$ cat config.mk
export PLATFORM = sky130hd
export DESIGN_NAME = xoroshiro128pp_bounded_rng
export DESIGN_NICKNAME = d
export VERILOG_FILES = /design/src/rtl/xrng_pkg.sv /design/src/rtl/xoroshiro128pp_bounded_rng.sv /design/src/rtl/xrng_gen.sv /design/src/rtl/xrng_div.sv
export SDC_FILE = /design/constraint.sdc
export NUM_CORES = 2
export LEC_CHECK = 0
export ABC_AREA = 1
export BUFFER_PORTS_ARGS = -buffer_cell sky130_fd_sc_hd__buf_2
export CELL_PAD_IN_SITES_DETAIL_PLACEMENT = 1
export CELL_PAD_IN_SITES_GLOBAL_PLACEMENT = 2
export CORE_MARGIN = 3
export CORE_UTILIZATION = 30
export CTS_CLUSTER_DIAMETER = 40
export DETAILED_ROUTE_END_ITERATION = 10
export MAX_ROUTING_LAYER = met4
export PLACE_DENSITY = 0.78
export SYNTH_ARGS = -nofsm -noshare
export SYNTH_HDL_FRONTEND = slang
export SYNTH_SLANG_ARGS = --single-unit
$ cat constraint.sdc
create_clock -name i_clk -period 9.9 [get_ports i_clk]
set_input_delay 1.98 -clock i_clk [delete_from_list [all_inputs] [get_ports i_clk]]
set_output_delay 1.98 -clock i_clk [all_outputs]
set_load 0.1 [all_outputs]
$ cat src/rtl/xrng_pkg.sv
package xrng_pkg;

    localparam int unsigned WordW  = 64;
    localparam int unsigned BoundW = 32;
    localparam int unsigned RndW   = 31;  // top bits of a draw used for bounded results

    localparam logic [WordW-1:0] SeedSubA = 64'h6A09_E667_F3BC_C909;
    localparam logic [WordW-1:0] SeedSubB = 64'h9E37_79B9_7F4A_7C15;

    localparam int unsigned RotSum = 17;
    localparam int unsigned RotA   = 49;
    localparam int unsigned ShB    = 21;
    localparam int unsigned RotB   = 28;

    // func codes carried on tuser
    localparam logic FuncRaw     = 1'b0;
    localparam logic FuncBounded = 1'b1;

    // register indexes (paddr[3])
    localparam logic RegSeedLow  = 1'b0;
    localparam logic RegSeedHigh = 1'b1;

    typedef enum logic [2:0] {
        ST_IDLE,
        ST_DRAW,
        ST_EVAL,
        ST_MUL,
        ST_DIV,
        ST_DONE
    } t_state;

    typedef struct packed {
        logic load;
        logic step;
    } t_gen_ctl;

    typedef struct packed {
        logic busy;
        logic done;
    } t_div_stat;

    function automatic logic [WordW-1:0] rotl(input logic [WordW-1:0] v,
                                              input int unsigned n);
        rotl = (v << n) | (v >> (WordW - n));
    endfunction

endpackage

$ cat src/rtl/xoroshiro128pp_bounded_rng.sv
// Path from accept to output valid: a raw draw passes DRAW, EVAL and DONE; bound <= 0
// goes straight to DONE; a power-of-two bound adds MUL; other bounds wait in DIV on the
// one-bit-per-cycle remainder unit (31 steps) and go back to DRAW for each rejected draw.
// One word at a time: ready returns with output valid as the result enters the output
// register; a finished word waits in DONE while that register is full.
// Synchronous active-low reset; state loads the fixed substitute seeds.
module xoroshiro128pp_bounded_rng
    import xrng_pkg::*;
(
    input  logic              i_clk,
    input  logic              i_rst_n,
    input  logic              i_s_axis_tvalid,
    output logic              o_s_axis_tready,
    input  logic [BoundW-1:0] i_s_axis_tdata,   // [31:0] bound
    input  logic [0:0]        i_s_axis_tuser,   // [0] func
    output logic              o_m_axis_tvalid,
    input  logic              i_m_axis_tready,
    output logic [WordW-1:0]  o_m_axis_tdata,   // [63:0] value
    input  logic              psel,
    input  logic              penable,
    input  logic              pwrite,
    input  logic [3:0]        paddr,
    input  logic [WordW-1:0]  pwdata,
    output logic [WordW-1:0]  prdata,
    output logic              pready
);

    t_state           r_state, n_state;
    logic             r_func, n_func;
    logic [RndW-1:0]  r_bound, n_bound;
    logic [RndW-1:0]  r_rnd, n_rnd;
    logic [WordW-1:0] r_result, n_result;
    logic             r_out_valid, n_out_valid;
    logic [WordW-1:0] r_out_data, n_out_data;
    logic [WordW-1:0] r_seed_low, r_seed_high, n_seed_low, n_seed_high;

    t_gen_ctl         w_gen_ctl;
    t_div_stat        w_div_stat;
    logic [WordW-1:0] w_draw;
    logic [RndW-1:0]  w_rem;
    logic             w_div_start;
    logic             w_wr;
    logic             w_in_acc;
    logic             w_pow2;
    logic [2*RndW-1:0] w_prod;
    logic [RndW:0]    w_chk;

    assign pready = 1'b1;
    assign w_wr   = psel && penable && pwrite;
    assign prdata = (paddr[3] == RegSeedHigh) ? r_seed_high : r_seed_low;

    always_comb begin
        n_seed_low  = r_seed_low;
        n_seed_high = r_seed_high;
        if (w_wr) begin
            if (paddr[3] == RegSeedLow) begin
                n_seed_low = pwdata;
            end else begin
                n_seed_high = pwdata;
            end
        end
    end

    always_ff @(posedge i_clk) begin
        if (!i_rst_n) begin
            r_seed_low  <= '0;
            r_seed_high <= '0;
        end else begin
            r_seed_low  <= n_seed_low;
            r_seed_high <= n_seed_high;
        end
    end

    xrng_gen u_gen (
        .i_clk       (i_clk),
        .i_rst_n     (i_rst_n),
        .i_ctl       (w_gen_ctl),
        .i_seed_low  (n_seed_low),
        .i_seed_high (n_seed_high),
        .o_draw      (w_draw)
    );

    xrng_div u_div (
        .i_clk      (i_clk),
        .i_rst_n    (i_rst_n),
        .i_start    (w_div_start),
        .i_dividend (w_draw[WordW-1 -: RndW]),
        .i_divisor  (r_bound),
        .o_rem      (w_rem),
        .o_stat     (w_div_stat)
    );

    assign o_s_axis_tready = (r_state == ST_IDLE);
    assign w_in_acc        = i_s_axis_tvalid && o_s_axis_tready;
    assign w_pow2          = (r_bound & (r_bound - 1'b1)) == '0;
    assign w_prod          = r_bound * r_rnd;
    // draw - rem + (bound - 1) must stay below 2^31 for the draw to be kept
    assign w_chk           = {1'b0, r_rnd - w_rem} + {1'b0, r_bound - 1'b1};

    always_comb begin
        n_state        = r_state;
        n_func         = r_func;
        n_bound        = r_bound;
        n_rnd          = r_rnd;
        n_result       = r_result;
        n_out_valid    = r_out_valid && !i_m_axis_tready;
        n_out_data     = r_out_data;
        w_gen_ctl.load = w_wr;
        w_gen_ctl.step = 1'b0;
        w_div_start    = 1'b0;
        unique case (r_state)
            ST_IDLE: begin
                if (w_in_acc) begin
                    n_func  = i_s_axis_tuser[0];
                    n_bound = i_s_axis_tdata[RndW-1:0];
                    if (i_s_axis_tuser[0] == FuncBounded &&
                        (i_s_axis_tdata[BoundW-1] || i_s_axis_tdata == '0)) begin
                        n_result = '0;
                        n_state  = ST_DONE;
                    end else begin
                        n_state = ST_DRAW;
                    end
                end
            end
            ST_DRAW: begin
                w_gen_ctl.step = 1'b1;
                n_state        = ST_EVAL;
            end
            ST_EVAL: begin
                n_rnd = w_draw[WordW-1 -: RndW];
                if (r_func == FuncRaw) begin
                    n_result = w_draw;
                    n_state  = ST_DONE;
                end else if (w_pow2) begin
                    n_state = ST_MUL;
                end else begin
                    w_div_start = 1'b1;
                    n_state     = ST_DIV;
                end
            end
            ST_MUL: begin
                n_result = {{(WordW-RndW){1'b0}}, w_prod[2*RndW-1 -: RndW]};
                n_state  = ST_DONE;
            end
            ST_DIV: begin
                if (w_div_stat.done) begin
                    if (!w_chk[RndW]) begin
                        n_result = {{(WordW-RndW){1'b0}}, w_rem};
                        n_state  = ST_DONE;
                    end else begin
                        n_state = ST_DRAW;
                    end
                end
            end
            ST_DONE: begin
                if (!r_out_valid || i_m_axis_tready) begin
                    n_out_valid = 1'b1;
                    n_out_data  = r_result;
                    n_state     = ST_IDLE;
                end
            end
            default: n_state = ST_IDLE;
        endcase
    end

    always_ff @(posedge i_clk) begin
        if (!i_rst_n) begin
            r_state     <= ST_IDLE;
            r_out_valid <= 1'b0;
        end else begin
            r_state     <= n_state;
            r_out_valid <= n_out_valid;
        end
    end

    always_ff @(posedge i_clk) begin
        r_func     <= n_func;
        r_bound    <= n_bound;
        r_rnd      <= n_rnd;
        r_result   <= n_result;
        r_out_data <= n_out_data;
    end

    assign o_m_axis_tvalid = r_out_valid;
    assign o_m_axis_tdata  = r_out_data;

endmodule

$ cat src/rtl/xrng_gen.sv
module xrng_gen
    import xrng_pkg::*;
(
    input  logic             i_clk,
    input  logic             i_rst_n,
    input  t_gen_ctl         i_ctl,
    input  logic [WordW-1:0] i_seed_low,
    input  logic [WordW-1:0] i_seed_high,
    output logic [WordW-1:0] o_draw
);

    logic [WordW-1:0] r_a, r_b, r_draw;
    logic [WordW-1:0] n_a, n_b;
    logic [WordW-1:0] w_sum, w_res, w_x;
    logic             w_zero;

    always_comb begin
        w_sum  = r_a + r_b;
        w_res  = rotl(w_sum, RotSum) + r_a;
        w_x    = r_a ^ r_b;
        w_zero = (i_seed_low == '0) && (i_seed_high == '0);
        n_a    = r_a;
        n_b    = r_b;
        if (i_ctl.load) begin
            n_a = w_zero ? SeedSubA : i_seed_low;
            n_b = w_zero ? SeedSubB : i_seed_high;
        end else if (i_ctl.step) begin
            n_a = rotl(r_a, RotA) ^ w_x ^ (w_x << ShB);
            n_b = rotl(w_x, RotB);
        end
    end

    always_ff @(posedge i_clk) begin
        if (!i_rst_n) begin
            r_a <= SeedSubA;
            r_b <= SeedSubB;
        end else begin
            r_a <= n_a;
            r_b <= n_b;
        end
    end

    always_ff @(posedge i_clk) begin
        if (i_ctl.step) begin
            r_draw <= w_res;
        end
    end

    assign o_draw = r_draw;

endmodule

$ cat src/rtl/xrng_div.sv
module xrng_div
    import xrng_pkg::*;
(
    input  logic            i_clk,
    input  logic            i_rst_n,
    input  logic            i_start,
    input  logic [RndW-1:0] i_dividend,
    input  logic [RndW-1:0] i_divisor,
    output logic [RndW-1:0] o_rem,
    output t_div_stat       o_stat
);

    localparam int unsigned CntW = $clog2(RndW);

    logic [RndW-1:0] r_rem, r_dvd, r_dsr;
    logic [CntW-1:0] r_cnt;
    logic            r_busy, r_done;
    logic [RndW:0]   w_trial;
    logic            w_ge;

    // one restoring step per cycle, dividend bits enter msb first
    always_comb begin
        w_trial = {r_rem, r_dvd[RndW-1]};
        w_ge    = w_trial >= {1'b0, r_dsr};
    end

    always_ff @(posedge i_clk) begin
        if (!i_rst_n) begin
            r_busy <= 1'b0;
            r_done <= 1'b0;
            r_cnt  <= '0;
        end else begin
            r_done <= 1'b0;
            if (i_start) begin
                r_busy <= 1'b1;
                r_cnt  <= CntW'(RndW - 1);
            end else if (r_busy) begin
                r_cnt <= r_cnt - 1'b1;
                if (r_cnt == '0) begin
                    r_busy <= 1'b0;
                    r_done <= 1'b1;
                end
            end
        end
    end

    always_ff @(posedge i_clk) begin
        if (i_start) begin
            r_rem <= '0;
            r_dvd <= i_dividend;
            r_dsr <= i_divisor;
        end else if (r_busy) begin
            r_rem <= w_ge ? RndW'(w_trial - {1'b0, r_dsr}) : w_trial[RndW-1:0];
            r_dvd <= r_dvd << 1;
        end
    end

    assign o_rem       = r_rem;
    assign o_stat.busy = r_busy;
    assign o_stat.done = r_done;

endmodule

# [Word level (Yosys, flattened, before mapping)]
# Cells that the tools add are included.
[word_totals] register_bits=615 inputBits=108 output_inout_bits=131 wordCells=113
[op_classes] n_addsub=7 n_mul=1 n_lt_le_gt_ge=1 eq_ne=11 mux=40 n_bitwise=9 reduce_logical=25
[ops] operator="$mux W64" count=16
[ops] operator="$pmux W64 S4" count=1
[ops] operator="$xor A64 B64 Y64" count=3
[ops] operator="$add A64 B64 Y64" count=2
[ops] operator="$logic_not A64 Y1" count=2
[ops] operator="$mux W31" count=3
[ops] operator="$or A64 B17 Y64" count=1
[ops] operator="$or A64 B28 Y64" count=1
[ops] operator="$or A64 B49 Y64" count=1
[ops] operator="$mul A31 B31 Y62" count=1
[ops] operator="$sub A31 B31 Y31" count=2
[ops] operator="$add A31 B31 Y32" count=1
[ops] operator="$ge A32 B31 Y1" count=1
[ops] operator="$logic_not A32 Y1" count=1
[ops] operator="$and A31 B31 Y31" count=1
[ops] operator="$logic_not A31 Y1" count=1
[ops] operator="$sub A31 B1 Y31 const B" count=1
[ops] operator="$mux W3" count=7
[ops] operator="$pmux W3 S6" count=1
[ops] operator="$mux W1" count=10
[ops] operator="$mux W5" count=2
[ops] operator="$eq A3 B2 Y1 const B" count=2
[ops] operator="$eq A3 B3 Y1 const B" count=2
[ops] operator="$logic_and A1 B1 Y1" count=6
[ops] operator="other kinds (16)" count=25

# [Longest topological paths before layout]
[depth] depth_word=7 ltp_mapped=34 depth_no_buf=32

# [Hierarchy]
# Synthesis repeated with hierarchy kept, for this count alone.
[hier_totals] cells_unflattened=10639 hier_area_um2=75686.3
[by_module_without_submodules] module="xoroshiro128pp_bounded_rng" instances=1 cells_per_inst=6334 area_each_um2=49266.0
[by_module_without_submodules] module="xrng_gen" instances=1 cells_per_inst=3337 area_each_um2=19774.0
[by_module_without_submodules] module="xrng_div" instances=1 cells_per_inst=968 area_each_um2=6646.4

# [Least setup slack after synthesis]
# OpenSTA, ideal clock, no wires.
[synth_path] path_kind="register to register" startpoint="register r_rnd[0]" endpoint="register r_result[0], enable pin" arrival_ns=7.591 slack_ns=1.744 stages_incl_launch_ff=24 n_path_buf=1 cell_sequence="edfxtp_1 clkbuf_1 inv_1 ha_1 inv_1 fa_1 nand3_1 nand2_1 a21oi_1 o21ai_0 a21oi_1 inv_1 nand2_1 nand2_1 a21oi_1 xor2_1 ha_1 nand2_1 nor2_1 nand2_1 o211ai_1 a21oi_1 a21oi_1 nor3_1"
[synth_between] elab_chain_cells=4
[synth_lines] item="start: declaration" line="xoroshiro128pp_bounded_rng.sv:31" rtl="logic [RndW-1:0] r_rnd, n_rnd;"
[synth_lines] item="start signal: assignment" line="xoroshiro128pp_bounded_rng.sv:179" rtl="r_rnd <= n_rnd;"
[synth_lines] item="$sub A31 B31 Y31" line="xoroshiro128pp_bounded_rng.sv:98" rtl="assign w_chk = {1'b0, r_rnd - w_rem} + {1'b0, r_bound - 1'b1};"
[synth_lines] item="$add A31 B31 Y32" line="xoroshiro128pp_bounded_rng.sv:98"
[synth_lines] item="$ne A2 B2 Y1 (no line)"
[synth_lines] item="$reduce_and A6 Y1 (no line)"
[synth_lines] item="end signal: assignment" line="xoroshiro128pp_bounded_rng.sv:180" rtl="r_result <= n_result;"
[synth_lines] item="end: declaration" line="xoroshiro128pp_bounded_rng.sv:32" rtl="logic [WordW-1:0] r_result, n_result;"
# No other way between the ends.
# A chain may end at the register's enable or synchronous reset.

# [Final worst setup path]
[layout_path] startpoint="register r_bound[16]" endpoint="register r_result[9], data pin"
[layout_between] elab_chain_cells=2
[layout_lines] item="start: declaration" line="xoroshiro128pp_bounded_rng.sv:30" rtl="logic [RndW-1:0] r_bound, n_bound;"
[layout_lines] item="start signal: assignment" line="xoroshiro128pp_bounded_rng.sv:178" rtl="r_bound <= n_bound;"
[layout_lines] item="$mul A31 B31 Y62" line="xoroshiro128pp_bounded_rng.sv:96" rtl="assign w_prod = r_bound * r_rnd;"
[layout_lines] item="$pmux W64 S4" line="xoroshiro128pp_bounded_rng.sv:111" rtl="unique case (r_state)"
[layout_lines] item="named net n_result[9]" line="xoroshiro128pp_bounded_rng.sv:32"
# The timed path passes the listed nets, and every way through them passes these cells.

==> impl_results.md <==
- Hold-fix buffers, CTS: 0
- Crit path from: r_bound[16]
- Clock Pin Slew Worst Setup and Hold Paths: 60 ps
- Initial antenna violation count: 15
- TritonCTS clock tree: done
- Final min period: 8772 ps
- Synth Instances: 9863
- Post-Syn Area: 72570 sq um
- Place WS: 1184 ps
- Share of layout cells above drive strength 1: 6.296%
- # resized after CTS: 0
- Largest net degree at the start of global routing: 142
- Sequential fraction of the synthesis area: 21.34%
- FF+latch count, synth: 615
- DR WL/cell: 24.97 um
- Skew final: 81.79 ps
- Reg2reg end: r_result[9]
- Warnings, synthesis: 0
- Clock buffer depth: 3
- RSZ-0062 raised after global routing: false
- Headroom to the max-slew limit: 11.87%
- Slew Viols, Final: 0
- Routed wire length: 330.2 mm
- Total congestion overflow: 0
- Mapped Nets: 11.31k
- Post-DRT Antenna Nets: 0
- Input/output buffers: 234
- Clk Latency, worst-skew pair: 800 ps
- Multi-input logic area: 47470 sq um
- Core area: 239200 sq um
- All-layer global routing usage: 27.15%
- First-pass GRT wire length: 484.4 mm
- Root Buffer: clkbuf_16
- Post-DP HPWL: 270.2 mm
- H-Tree Depth: 4
- Crit path capture type: flop
- R2R Setup Slk: 1130 ps
- Drt first pass iters: 7
- Ys flop type: edfxtp_1
- Worst hold margin: 412.5 ps
- Critical path type: reg2reg
- Crit-path max FO: 17
- CTS Buf Count: 131
- Number of synthesized flops with an enable pin: 317
- R2R depth: 23
- Register area: 15480 sq um
- Tcrit/Tclk final: 88.60%
- Worst EP arrival: 9220 ps
- Fin. Hold Viols: 0
- Launch point of the worst reg-to-reg path: r_bound[16]
- Initial core utilization: 30.34%
- Fin nets: 11.40k
- Rows: 179
- Netlist cell types: 47
- Avg Inst Size Synth: 7.358 sq um
- Final WS setup: 1128 ps
- Startpoint types: flop
- Io pins: 239
- Most frequent cells in the layout: 2617 x nand2_1, 2138 x inv_1, 840 x fa_1, 714 x nor2_1, 563 x o21ai_0
- Die H: 497.8 um
- Area growth, synth to finish: 13.32%
- Setup bufs post-CTS: 0
- Routability cong.: 0.9848
- Initial DRC count: 4207
- Final setup fails: 0
- Setup TNS: 0 ps
- Vias per cell: 4.993
- # fillers: 29.46k
- Vias in the first global route: 72.91k
- Status: finished clean
- Hold/Removal Path Class: reg2reg
- Via count: 66.04k
- Most common cell after layout, fill and taps aside: nand2_1
- Max Cap Violations: 0
- Pin slew with the least headroom to its limit: 1322 ps
- Top achievable clock speed: 114.0 MHz
- Crit path to: r_result[9]
- Worst EP required: 10350 ps
- Number of remaining DRC errors: 0
- CTS sink count: 615
- Die area: 247800 sq um
- Die W: 497.8 um
- FFs w/ async S/R, synth: 0%
-- how the worst min path moves through the flow --
stage,depth (start not counted),startpoint,to
2_1_floorplan,0,r_result[0],o_m_axis_tdata[0]
3_3_place_gp,0,r_result[4],o_m_axis_tdata[4]
3_5_place_dp,0,r_result[37],o_m_axis_tdata[37]
4_1_cts,0,r_result[49],o_m_axis_tdata[49]
5_1_grt,0,r_result[61],o_m_axis_tdata[61]
6_report,0,r_result[60],o_m_axis_tdata[60]
-- Yosys cell counts, types with 3 or more instances --
| cell type | count | area share (%) |
|---|---|---|
| a211oi_1 | 4 | 0.041 |
| a21boi_0 | 25 | 0.26 |
| a21o_1 | 52 | 0.54 |
| a21oi_1 | 382 | 2.6 |
| a221oi_1 | 4 | 0.048 |
| a31oi_1 | 59 | 0.51 |
| and3_1 | 5 | 0.043 |
| buf_1 | 21 | 0.11 |
| buf_2 | 29 | 0.20 |
| clkbuf_1 | 373 | 1.9 |
| dfxtp_1 | 298 | 8.2 |
| edfxtp_1 | 317 | 13 |
| fa_1 | 840 | 23 |
| ha_1 | 502 | 8.7 |
| inv_1 | 2142 | 11 |
| nand2_1 | 2619 | 14 |
| nand3_1 | 333 | 2.3 |
| nand3b_1 | 16 | 0.17 |
| nand4_1 | 41 | 0.35 |
| nor2_1 | 719 | 3.7 |
| nor3_1 | 59 | 0.41 |
| nor4_1 | 31 | 0.27 |
| o2111ai_1 | 4 | 0.048 |
| o211ai_1 | 43 | 0.44 |
| o21a_1 | 22 | 0.23 |
| o21ai_0 | 563 | 3.9 |
| o21ai_1 | 11 | 0.076 |
| o21bai_1 | 42 | 0.43 |
| o22ai_1 | 10 | 0.086 |
| o31ai_1 | 3 | 0.031 |
| or2_2 | 13 | 0.11 |
| xnor2_1 | 110 | 1.3 |
| xor2_1 | 151 | 1.8 |
-- critical path: stages (launching register included) --
cell	delay, ps
edfxtp_1	1110
buf_4	450
nand2_1	80
inv_1	90
fa_1	450
fa_1	580
inv_1	70
fa_1	470
fa_1	540
inv_1	50
fa_1	550
fa_1	420
fa_1	550
fa_1	470
ha_1	330
nand2_1	200
inv_1	60
a21oi_1	430
o21ai_0	220
a21oi_1	310
nand3_1	200
or2_2	310
nand3_1	150
nand3_1	280
-- logic make-up after synthesis --
group	after synthesis	synth area share (%)
compound gates	1230	9.334
xor+xnor	261	3.150
fa+ha+maj	1342	31.83
buf+inv	2570	13.35
flops	615	21.34
other cells	1	0.005167
simple gates	3844	20.99
-- layer usage --
| metal | vias up | global-route usage (%) | share of wire, % |
|---|---|---|---|
| met5 | - | - | 0 |
| met2 | 1644 | 47.94 | 51 |
| li1 | 30210 | - | - |
| met4 | 0 | 15.47 | 7.0 |
| met3 | 678 | 2.833 | 3.9 |
| met1 | 33500 | 29.72 | 38 |
-- per-stage QoR --
step	std cells	utilization (%)	area (sq um)
floorplan	9863	-	72570
global placement	12980	32.35	77370
detailed placement	12980	32.35	77370
CTS	13220	34.38	82230
global route	13220	34.38	82230
finish	13230	34.38	82240
-- flip-flops by register name, indices dropped and copies added, names as in the netlist, 64 cells and up --
register / count
o_m_axis_tdata: 64
r_result: 64
r_seed_high: 64
r_seed_low: 64
u_gen.o_draw: 64
u_gen.r_a: 64
u_gen.r_b: 64
-- layout make-up --
type                    count  share of cell area [%]
multi-input cells        6678                   57.72
flip-flops and latches    615                   18.83
inverters                2145                   9.793
well taps                3167                   4.818
clock buffers             150                   4.146
repair buffers            375                   2.920
clock inverters            91                   1.760
diodes                      5                 0.01521
Power is not shown: default switching activity piles up to over one toggle a cycle in this logic, so the estimate is an artifact.
